===== src/sv/tmcw_pkg.sv =====
// ============================================================================
// tmcw_pkg: shared types and constants of the text-mode console writer
// Transaction payloads, command codes, controller states and the control and
// status bundles between the controller and the datapath.
// ============================================================================
package tmcw_pkg;

  typedef enum logic [1:0] {
    CMD_PUT   = 2'd0,
    CMD_ERASE = 2'd1,
    CMD_CLEAR = 2'd2,
    CMD_READ  = 2'd3
  } command_t;

  typedef enum logic {
    REG_DEFAULT_FG = 1'b0,
    REG_BACKGROUND = 1'b1
  } cfg_reg_t;

  localparam logic [7:0] CH_BACKSPACE = 8'h08;
  localparam logic [7:0] CH_TAB       = 8'h09;
  localparam logic [7:0] CH_NEWLINE   = 8'h0A;
  localparam logic [7:0] CH_RETURN    = 8'h0D;
  localparam logic [7:0] CH_SPACE     = 8'h20;
  localparam int         TAB_STEP     = 4;

  localparam logic [3:0] RESET_FG = 4'd7;
  localparam logic [3:0] RESET_BG = 4'd0;

  typedef struct packed {
    logic [1:0]  command;
    logic [7:0]  char_code;
    logic [3:0]  fg_colour;
    logic        end_of_text;
    logic [10:0] cell_address;
  } request_t;

  typedef struct packed {
    logic [10:0] shown_cursor_index;
    logic [15:0] cell_data;
    logic        scrolled;
  } result_t;

  typedef enum logic [2:0] {
    ST_INIT,
    ST_INIT_END,
    ST_IDLE,
    ST_READ,
    ST_SWEEP,
    ST_FINISH
  } state_t;

  typedef enum logic [1:0] {
    SW_RESET,
    SW_CLEAR,
    SW_SCROLL
  } sweep_mode_t;

  typedef enum logic [1:0] {
    EMIT_PLAIN,
    EMIT_READ,
    EMIT_SWEEP
  } emit_kind_t;

  typedef struct packed {
    logic        apply;
    logic        sweep_start;
    sweep_mode_t sweep_mode;
    logic        sweep_en;
    logic        emit;
    emit_kind_t  emit_kind;
  } ctrl_cmd_t;

  typedef struct packed {
    logic put_scrolls;
    logic sweep_last;
  } dp_status_t;

endpackage


===== src/sv/tmcw_ctrl.sv =====
// ============================================================================
// tmcw_ctrl: controller of the text-mode console writer
// Sequences the clearing pass after reset, cell reads, and the scroll and
// clear sweeps, and tells the datapath when to apply and report a transaction.
// ============================================================================
module tmcw_ctrl (
  input  logic                  clk,
  input  logic                  rst,
  input  logic                  start,
  input  logic [1:0]            command,
  input  tmcw_pkg::dp_status_t  status,
  output logic                  busy,
  output tmcw_pkg::ctrl_cmd_t   cmd
);

  tmcw_pkg::state_t   state;
  tmcw_pkg::state_t   state_next;
  tmcw_pkg::command_t op;

  assign op = tmcw_pkg::command_t'(command);

  always_ff @(posedge clk) begin
    if (rst) begin
      state <= tmcw_pkg::ST_INIT;
    end else begin
      state <= state_next;
    end
  end

  always_comb begin
    state_next = state;
    unique case (state)
      tmcw_pkg::ST_INIT: begin
        if (status.sweep_last) begin
          state_next = tmcw_pkg::ST_INIT_END;
        end
      end
      tmcw_pkg::ST_INIT_END: begin
        state_next = tmcw_pkg::ST_IDLE;
      end
      tmcw_pkg::ST_IDLE: begin
        if (start) begin
          if (op == tmcw_pkg::CMD_READ) begin
            state_next = tmcw_pkg::ST_READ;
          end else if (op == tmcw_pkg::CMD_CLEAR) begin
            state_next = tmcw_pkg::ST_SWEEP;
          end else if (op == tmcw_pkg::CMD_PUT && status.put_scrolls) begin
            state_next = tmcw_pkg::ST_SWEEP;
          end
        end
      end
      tmcw_pkg::ST_READ: begin
        state_next = tmcw_pkg::ST_IDLE;
      end
      tmcw_pkg::ST_SWEEP: begin
        if (status.sweep_last) begin
          state_next = tmcw_pkg::ST_FINISH;
        end
      end
      tmcw_pkg::ST_FINISH: begin
        state_next = tmcw_pkg::ST_IDLE;
      end
      default: begin
        state_next = tmcw_pkg::ST_INIT;
      end
    endcase
  end

  always_comb begin
    busy            = 1'b1;
    cmd.apply       = 1'b0;
    cmd.sweep_start = 1'b0;
    cmd.sweep_mode  = tmcw_pkg::SW_CLEAR;
    cmd.sweep_en    = 1'b0;
    cmd.emit        = 1'b0;
    cmd.emit_kind   = tmcw_pkg::EMIT_PLAIN;
    unique case (state)
      tmcw_pkg::ST_INIT: begin
        cmd.sweep_en = 1'b1;
      end
      tmcw_pkg::ST_IDLE: begin
        busy      = 1'b0;
        cmd.apply = start;
        if (start) begin
          if (op == tmcw_pkg::CMD_CLEAR) begin
            cmd.sweep_start = 1'b1;
            cmd.sweep_mode  = tmcw_pkg::SW_CLEAR;
          end else if (op == tmcw_pkg::CMD_PUT && status.put_scrolls) begin
            cmd.sweep_start = 1'b1;
            cmd.sweep_mode  = tmcw_pkg::SW_SCROLL;
          end else if (op != tmcw_pkg::CMD_READ) begin
            cmd.emit = 1'b1;
          end
        end
      end
      tmcw_pkg::ST_READ: begin
        cmd.emit      = 1'b1;
        cmd.emit_kind = tmcw_pkg::EMIT_READ;
      end
      tmcw_pkg::ST_SWEEP: begin
        cmd.sweep_en = 1'b1;
      end
      tmcw_pkg::ST_FINISH: begin
        cmd.emit      = 1'b1;
        cmd.emit_kind = tmcw_pkg::EMIT_SWEEP;
      end
      default: begin
        busy = 1'b1;
      end
    endcase
  end

endmodule


===== config.mk =====
export PLATFORM = sky130hd
export DESIGN_NAME = tmcw_ctrl
export DESIGN_NICKNAME = d
export VERILOG_FILES = /design/src/sv/tmcw_pkg.sv /design/src/sv/tmcw_ctrl.sv
export SDC_FILE = /design/constraint.sdc
export NUM_CORES = 1
export LEC_CHECK = 0
export ABC_AREA = 1
export BUFFER_PORTS_ARGS = -buffer_cell sky130_fd_sc_hd__buf_2
export CORE_AREA = 2 2 39 41
export DETAILED_ROUTE_END_ITERATION = 8
export DIE_AREA = 0 0 41 43
export HOLD_SLACK_MARGIN = 0.03
export PLACE_DENSITY = 0.45
export SYNTH_ARGS = -nofsm -noshare
export SYNTH_HDL_FRONTEND = slang
export SYNTH_SLANG_ARGS = --single-unit

===== constraint.sdc =====
create_clock -name clk -period 1 [get_ports clk]
set_input_delay 0.3 -clock clk [delete_from_list [all_inputs] [get_ports clk]]
set_output_delay 0.3 -clock clk [all_outputs]
set_load 0.05 [all_outputs]

# Word level (Yosys, flattened, before mapping)
# Index checks and enable logic that the tools add are counted.
[classes]
eq_ne = 12
muxes = 19
n_reduce_logical = 7
[op_table]
columns = ["op", "n"]
rows = [
  ["$mux 3", 9],
  ["$pmux 3 s4", 1],
  ["$ne 2x2->1 const B", 4],
  ["$eq 3x2->1 const B", 2],
  ["$eq 3x3->1 const B", 2],
  ["$mux 1", 6],
  ["$eq 2x2->1 const B", 2],
  ["$mux 4", 1],
  ["$ne 4x4->1 const B", 1],
  ["$pmux 2 s2", 1],
  ["$reduce_and 4->1", 1],
  ["$reduce_or 2->1", 2],
  ["$eq 3x1->1 const B", 1],
  ["$logic_not 3->1", 1],
  ["$reduce_or 3->1", 1],
  ["$logic_not 2->1", 1],
  ["$pmux 1 s2", 1],
  ["$logic_and 1x1->1", 1],
]
[word_totals]
regBits = 3
inputBits = 7
output_inout_bits = 9

# Longest topological paths before layout
# Gate-level depths: netlist of run 1.
[depth]
ltp_word = 7
ltp_mapped = 8

# Least setup slack after synthesis of run 1
# Ideal clock, no wire load.
[synth_timing]
path_type = "reg2out"
start = "register state[1]"
end = "output cmd[2] in the netlist's numbering"
t_arrival_ps = 1823
slack_ps = -1123
path_stages_with_launch = 5
path_buffers = 0
cell_sequence = "dfxtp_1 -> nand3_4 -> nor2_4 -> inv_2 -> o21bai_1"
[synth_rtl]
columns = ["item", "line_no", "source"]
rows = [
  ["start: declaration", "tmcw_ctrl.sv:16", "tmcw_pkg::state_t state;"],
  ["start signal: assignment", "tmcw_ctrl.sv:24", "state <= tmcw_pkg::ST_INIT;"],
  ["start signal: assignment", "tmcw_ctrl.sv:26", "state <= state_next;"],
  ["end: declaration", "tmcw_ctrl.sv:13", "output tmcw_pkg::ctrl_cmd_t cmd"],
]

==> impl_summary.log, run 1 <==
[metrics] count of mapped cells out of synthesis: 49
[metrics] total routing resource utilization after global routing: 12.0%
[metrics] weighted congestion at the end of routability-driven global placement: 0.685
[metrics] initial antenna violation count: 0
[metrics] max_cap viols: 0
[metrics] chain of cells forming the critical path: inv_2 -> nand3_4 -> nor2_4 -> buf_4 -> nand2_4 -> inv_4 -> buf_8
[metrics] relative max-transition margin: 86.7%
[metrics] worst endpoint data arrival time: 1200 ps
[metrics] layout cells sized above 1: 79.5%
[metrics] Mean Syn Cell Area: 6.08 um^2
[metrics] crit path max-delay cell type: dfxtp_2
[metrics] part of the power in the clock network: 16.1%
[metrics] CTS Sinks: 3
[metrics] placeable core area: 1380 um^2
[metrics] most used cells in the layout excluding fill and tap cells: buf_4, nand2_1, buf_6
[metrics] TritonCTS clock tree: done
[metrics] number of diodes added for antenna fixing: 0
[metrics] number of ports placed on the die boundary: 16
[metrics] highest cell delay on the worst timing path: 320 ps
[metrics] sequential share of power: 14.4%
[metrics] Die Area: 1760 um^2
[metrics] DRC marker count from the first detailed-route iteration: 1
[metrics] detailed-route wire length: 904 um
[metrics] placed cell count: 92
[metrics] Combinational Power Share: 69.5%
[metrics] clock tree buffer depth: 2
[metrics] RSZ-0062 raised after global routing: true
[metrics] switching power summed over all nets: 0.578 mW
[metrics] Final Non-Filler Cells: 104
[metrics] Fmax: 667 MHz
[metrics] total negative setup slack: -4500 ps
[metrics] vias in the first global route: 414
[metrics] count of input and output buffers: 15
[metrics] clk_skew: 0.748 ps
[metrics] area added between synthesis and finish: 153%
[metrics] via count: 427
[metrics] Setup Viol. Count Final: 12
[metrics] Crit path required time: 700 ps
[metrics] number of buffers inserted during clock tree synthesis: 3
[metrics] total standard cell area after synthesis: 298 um^2
[metrics] kind of end point of the critical path: output port
[metrics] Warnings, synthesis: 0
[metrics] total of flip-flops plus latches after synthesis: 3
[metrics] Net count, final: 96
[metrics] fin. max-slew vios: 0
[metrics] leading cell type in the layout, fill and taps excluded: buf_4
[metrics] sequential area share after synthesis: 20.2%
[metrics] fin util: 54.4%
[metrics] largest cells by area after synthesis: dfxtp_1, nand2_1, nor2_1
[metrics] Die Y-Extent: 43 um
[metrics] Top Registers: state (3)
[metrics] Final period util: 150%
[metrics] count of unresolved DRC violations after routing: 0
[metrics] Post-Syn Nets: 56
[metrics] Hold Fails Final Rpt: 0
[metrics] count of cell types in the netlist: 17
[metrics] max reg flops: 3
[metrics] total non-filler cell area in the finished layout: 753 um^2
[metrics] largest net degree at the start of global routing: 6
[metrics] cell accounting for the most synthesized area: dfxtp_1
[metrics] number of iterations in the first detailed-routing pass: 4
[metrics] post-detailed-route via-to-cell ratio: 4.11
[metrics] fraction of power spent switching nets: 43.9%
[metrics] proportion of netlist area held by the largest area contributor: 20.2%
[metrics] root buffer cell: clkbuf_4
[metrics] clock slew at the register clock pins of the worst setup and hold paths: 40 ps
[metrics] area post-placement: 514 um^2
[metrics] H-tree Lvls: 1
[metrics] overflow left after global routing: 0
[metrics] power density of the placed cells: 1750 nW/um^2
[metrics] starting density of the core: 21.5%
[metrics] crit path kind: flop to output port
[metrics] kind of start point of the critical path: flop
[metrics] Reg with most FFs: state
[metrics] Die Wd: 41 um
[metrics] ANT nets after route: 0
[metrics] Static Leakage: 0.385 nW
[metrics] half-perimeter wire length after placement: 653 um
[metrics] number of standard-cell rows in the floorplan: 14
[metrics] detail-routed net length per standard cell: 8.69 um
[metrics] violations in the final reports: setup timing
[metrics] global-route wire length before repair: 1450 um
[metrics] worst min-delay path category: primary input to flop
[metrics] status: finished with violations
[metrics] Worst Setup Slack, final: -498 ps
[metrics] Internal: 0.737 mW
[metrics] largest fanout on the critical path: 3
[metrics] final critical path time including I/O delays and setup: 1500 ps
[metrics] insertion delay of the later-clocked pin in the worst-skew pair: 230 ps
[metrics] slew at the pin closest to its max-slew limit: 199 ps
[metrics] Max IR drop VDD: 885 uV
kinds of logic (layout without fill, tap and decap cells):
logic type	Yosys count	count (layout)	synth area share, %
AO/OA/AOI/OAI	5	5	9.24
AND/OR/NAND/NOR	30	30	56.3
buffers and inverters	11	50	14.3
flip-flops	3	3	20.2
cell type report:
class | count | area, um^2
multi-input cells | 35 | 275
well taps | 16 | 20.0
fillers | 132 | 631
repair buffers | 35 | 319
clock buffers | 4 | 26.3
inverters | 11 | 46.3
flip-flops and latches | 3 | 66.3
critical path, delay by kind of cell (launching register included):
family	cells	cell delay, ps
flops	1	320
buf+inv	4	390
simple gates	3	250
power by group through the flow:
stage	Sequential (mW)	Clock [mW]	Combinational (mW)
after floorplan	0.183	0	0.421
after global placement	0.183	0	0.620
after detailed placement	0.183	0	0.617
after CTS	0.185	0.225	0.796
after global routing	0.193	0.233	0.983
final	0.190	0.211	0.914
stage by stage:
step	hold slack, ps	power, mW	setup WS (ps)
finish	257	1.32	-498
global route	246	1.41	-554
CTS	239	1.20	-494
detailed placement	488	0.801	-402
global placement	477	0.803	-402
floorplan	362	0.605	-787
synth_stat cells, drive strengths merged:
library cell and count:
nand2 15, nor2 11, inv 10, dfxtp 3, nand3 3, a21oi 2
o21ai 2, clkinv 1, nor3 1, o21bai 1
path summary, 6_finish.rpt:
| path | startpoint | endpoint | slack (ps) | depth (start not counted) |
|---|---|---|---|---|
| hold reg to reg | state[2] | state[2] | 570 | 3 |
| setup reg to reg | state[2] | state[2] | -240 | 9 |
| setup / recovery | state[2] | cmd[5] | -500 | 7 |
| hold / removal | rst | state[0] | 260 | 2 |
per-layer routing:
metal / wire [um] / up-vias / track usage, %
met5: 0 / - / 0
met4: 0 / 0 / 6.00
met3: 34 / 0 / 3.14
met2: 562 / 11 / 20.3
met1: 307 / 193 / 12.8
li1: - / 223 / -
timing repair:
action,in CTS,in global routing
gates resized for setup,31,17
setup buffers,5,6
setup endpoints to repair,12,12
pin swaps,3,9
hold buffers,0,0
Note: power is estimated with default switching activity, not from simulation.
==> run 2, diff against run 1 <==
REMOVE_ABC_BUFFERS = 1   (was unset)
==> run 2 against run 1 <==
Compared with the run above:
- the run still ends with setup timing left
- sequential power about the same
- register-to-register slack got worse by 110 ps
- die area unchanged
- largest cell class unchanged
==> impl_summary.log, run 2 (synthesis results as in run 1) <==
[metrics] status: finished with violations
[metrics] violations in the final reports: setup timing
[metrics] worst min-delay path category: primary input to flop
[metrics] part of the power in the clock network: 16.3%
[metrics] starting density of the core: 21.5%
[metrics] count of input and output buffers: 15
[metrics] ANT nets after route: 0
[metrics] number of buffers inserted during clock tree synthesis: 3
[metrics] Crit path required time: 700 ps
[metrics] vias in the first global route: 355
[metrics] chain of cells forming the critical path: inv_2 -> nand3_4 -> buf_4 -> buf_6 -> buf_6 -> buf_8
[metrics] Die Y-Extent: 43 um
[metrics] half-perimeter wire length after placement: 582 um
[metrics] Reg with most FFs: state
[metrics] number of iterations in the first detailed-routing pass: 3
[metrics] kind of end point of the critical path: output port
[metrics] clock tree buffer depth: 2
[metrics] max reg flops: 3
[metrics] via count: 409
[metrics] number of ports placed on the die boundary: 16
[metrics] layout cells sized above 1: 70.9%
[metrics] switching power summed over all nets: 0.551 mW
[metrics] worst endpoint data arrival time: 1210 ps
[metrics] DRC marker count from the first detailed-route iteration: 6
[metrics] Die Area: 1760 um^2
[metrics] number of diodes added for antenna fixing: 0
[metrics] post-detailed-route via-to-cell ratio: 4.01
[metrics] global-route wire length before repair: 1280 um
[metrics] logic depth of the worst setup path including buffers: 6
[metrics] area added between synthesis and finish: 126%
[metrics] fraction of power spent switching nets: 43.5%
[metrics] largest net degree at the start of global routing: 6
[metrics] clk_skew: 3.46 ps
[metrics] placed cell count: 92
[metrics] leading cell type in the layout, fill and taps excluded: buf_4
[metrics] power density of the placed cells: 1890 nW/um^2
[metrics] number of standard-cell rows in the floorplan: 14
[metrics] Final Non-Filler Cells: 102
[metrics] Static Leakage: 0.343 nW
[metrics] slew at the pin closest to its max-slew limit: 246 ps
[metrics] kind of start point of the critical path: flop
[metrics] most used cells in the layout excluding fill and tap cells: buf_4, nand2_1, buf_6
[metrics] Internal: 0.717 mW
[metrics] Die Wd: 41 um
[metrics] overflow left after global routing: 0
[metrics] crit-path most repeated cell: buf_6
[metrics] Worst Reg2Reg Path Length in Cells: 10
[metrics] Top Registers: state (3)
[metrics] H-tree Lvls: 1
[metrics] Max IR drop VDD: 1150 uV
[metrics] detailed-route wire length: 871 um
[metrics] placeable core area: 1380 um^2
[metrics] detail-routed net length per standard cell: 8.54 um
[metrics] fin util: 48.6%
[metrics] crit path kind: flop to output port
[metrics] highest cell delay on the worst timing path: 320 ps
[metrics] largest delay contributor family on the critical path: buffers and inverters
[metrics] Combinational Power Share: 68.8%
[metrics] largest fanout on the critical path: 3
[metrics] RSZ-0062 raised after global routing: true
[metrics] buffers plus inverters on the worst setup path: 5
[metrics] weighted congestion at the end of routability-driven global placement: 0.702
[metrics] final critical path time including I/O delays and setup: 1510 ps
[metrics] Fmax: 663 MHz
[metrics] total routing resource utilization after global routing: 10.7%
[metrics] fin. max-slew vios: 0
[metrics] count of unresolved DRC violations after routing: 0
[metrics] relative max-transition margin: 83.7%
[metrics] max_cap viols: 0
[metrics] clock slew at the register clock pins of the worst setup and hold paths: 30 ps
[metrics] Setup Viol. Count Final: 12
[metrics] CTS Sinks: 3
[metrics] Worst Setup Slack, final: -509 ps
[metrics] final-layout worst hold slack: 252 ps
[metrics] worst hold path cell count: 2
[metrics] Power Total: 1.27 mW
[metrics] Net count, final: 94
[metrics] crit path max-delay cell type: dfxtp_2
[metrics] initial antenna violation count: 0
[metrics] sequential share of power: 14.8%
[metrics] root buffer cell: clkbuf_4
[metrics] Hold Fails Final Rpt: 0
[metrics] Worst Setup Slack post-DPL: -358 ps
[metrics] TritonCTS clock tree: done
[metrics] insertion delay of the later-clocked pin in the worst-skew pair: 230 ps
[metrics] number of inserted filler cells in the final layout: 141
[metrics] Final period util: 151%
run 2: metrics by stage:
stage / TNS (ps) / area, um^2
after floorplan: -6420 / 298
after global placement: -2720 / 483
after detailed placement: -2820 / 483
after CTS: -4270 / 646
after global routing: -5300 / 672
final: -4630 / 672
run 2: metal layers:
layer,up-vias,GRT usage (%),routed length (um)
met1,175,11.9,324
li1,220,-,-
met2,14,18.1,490
met5,-,0,0
met3,0,4.71,56
met4,0,2.00,0
run 2: power by group through the flow:
stage | registers, mW | clock network [mW] | logic [mW]
3_3_place_gp | 0.179 | 0 | 0.624
2_1_floorplan | 0.179 | 0 | 0.401
6_report | 0.188 | 0.207 | 0.873
3_5_place_dp | 0.179 | 0 | 0.621
4_1_cts | 0.187 | 0.215 | 0.818
5_1_grt | 0.192 | 0.228 | 0.931
run 2: final cells by class:
class | count | area (um^2) | area share (%)
clock buffers | 4 | 26.3 | 3.91
inverters | 11 | 42.5 | 6.33
multi-input cells | 35 | 231 | 34.5
flip-flops and latches | 3 | 65.1 | 9.68
well taps | 16 | 20.0 | 2.98
repair buffers | 33 | 287 | 42.6
run 2: final timing paths:
kind	slack (ps)	endpoint	from
max reg2reg	-350	state[2]	state[2]
max	-510	busy	state[2]
min reg2reg	510	state[2]	state[2]
min	250	state[0]	rst
run 2: worst reg2reg max path, delay by kind of cell, from the launching register on:
kind            cells  cell delay, ps
flops               1             320
buf+inv             6             590
simple gates        3             190
compound gates      1             120
run 2: timing repair:
item	CTS	global route
gates resized for setup	34	3
setup endpoints to repair	12	12
buffers inserted	4	2
hold buffers	0	0
pin swaps	4	0
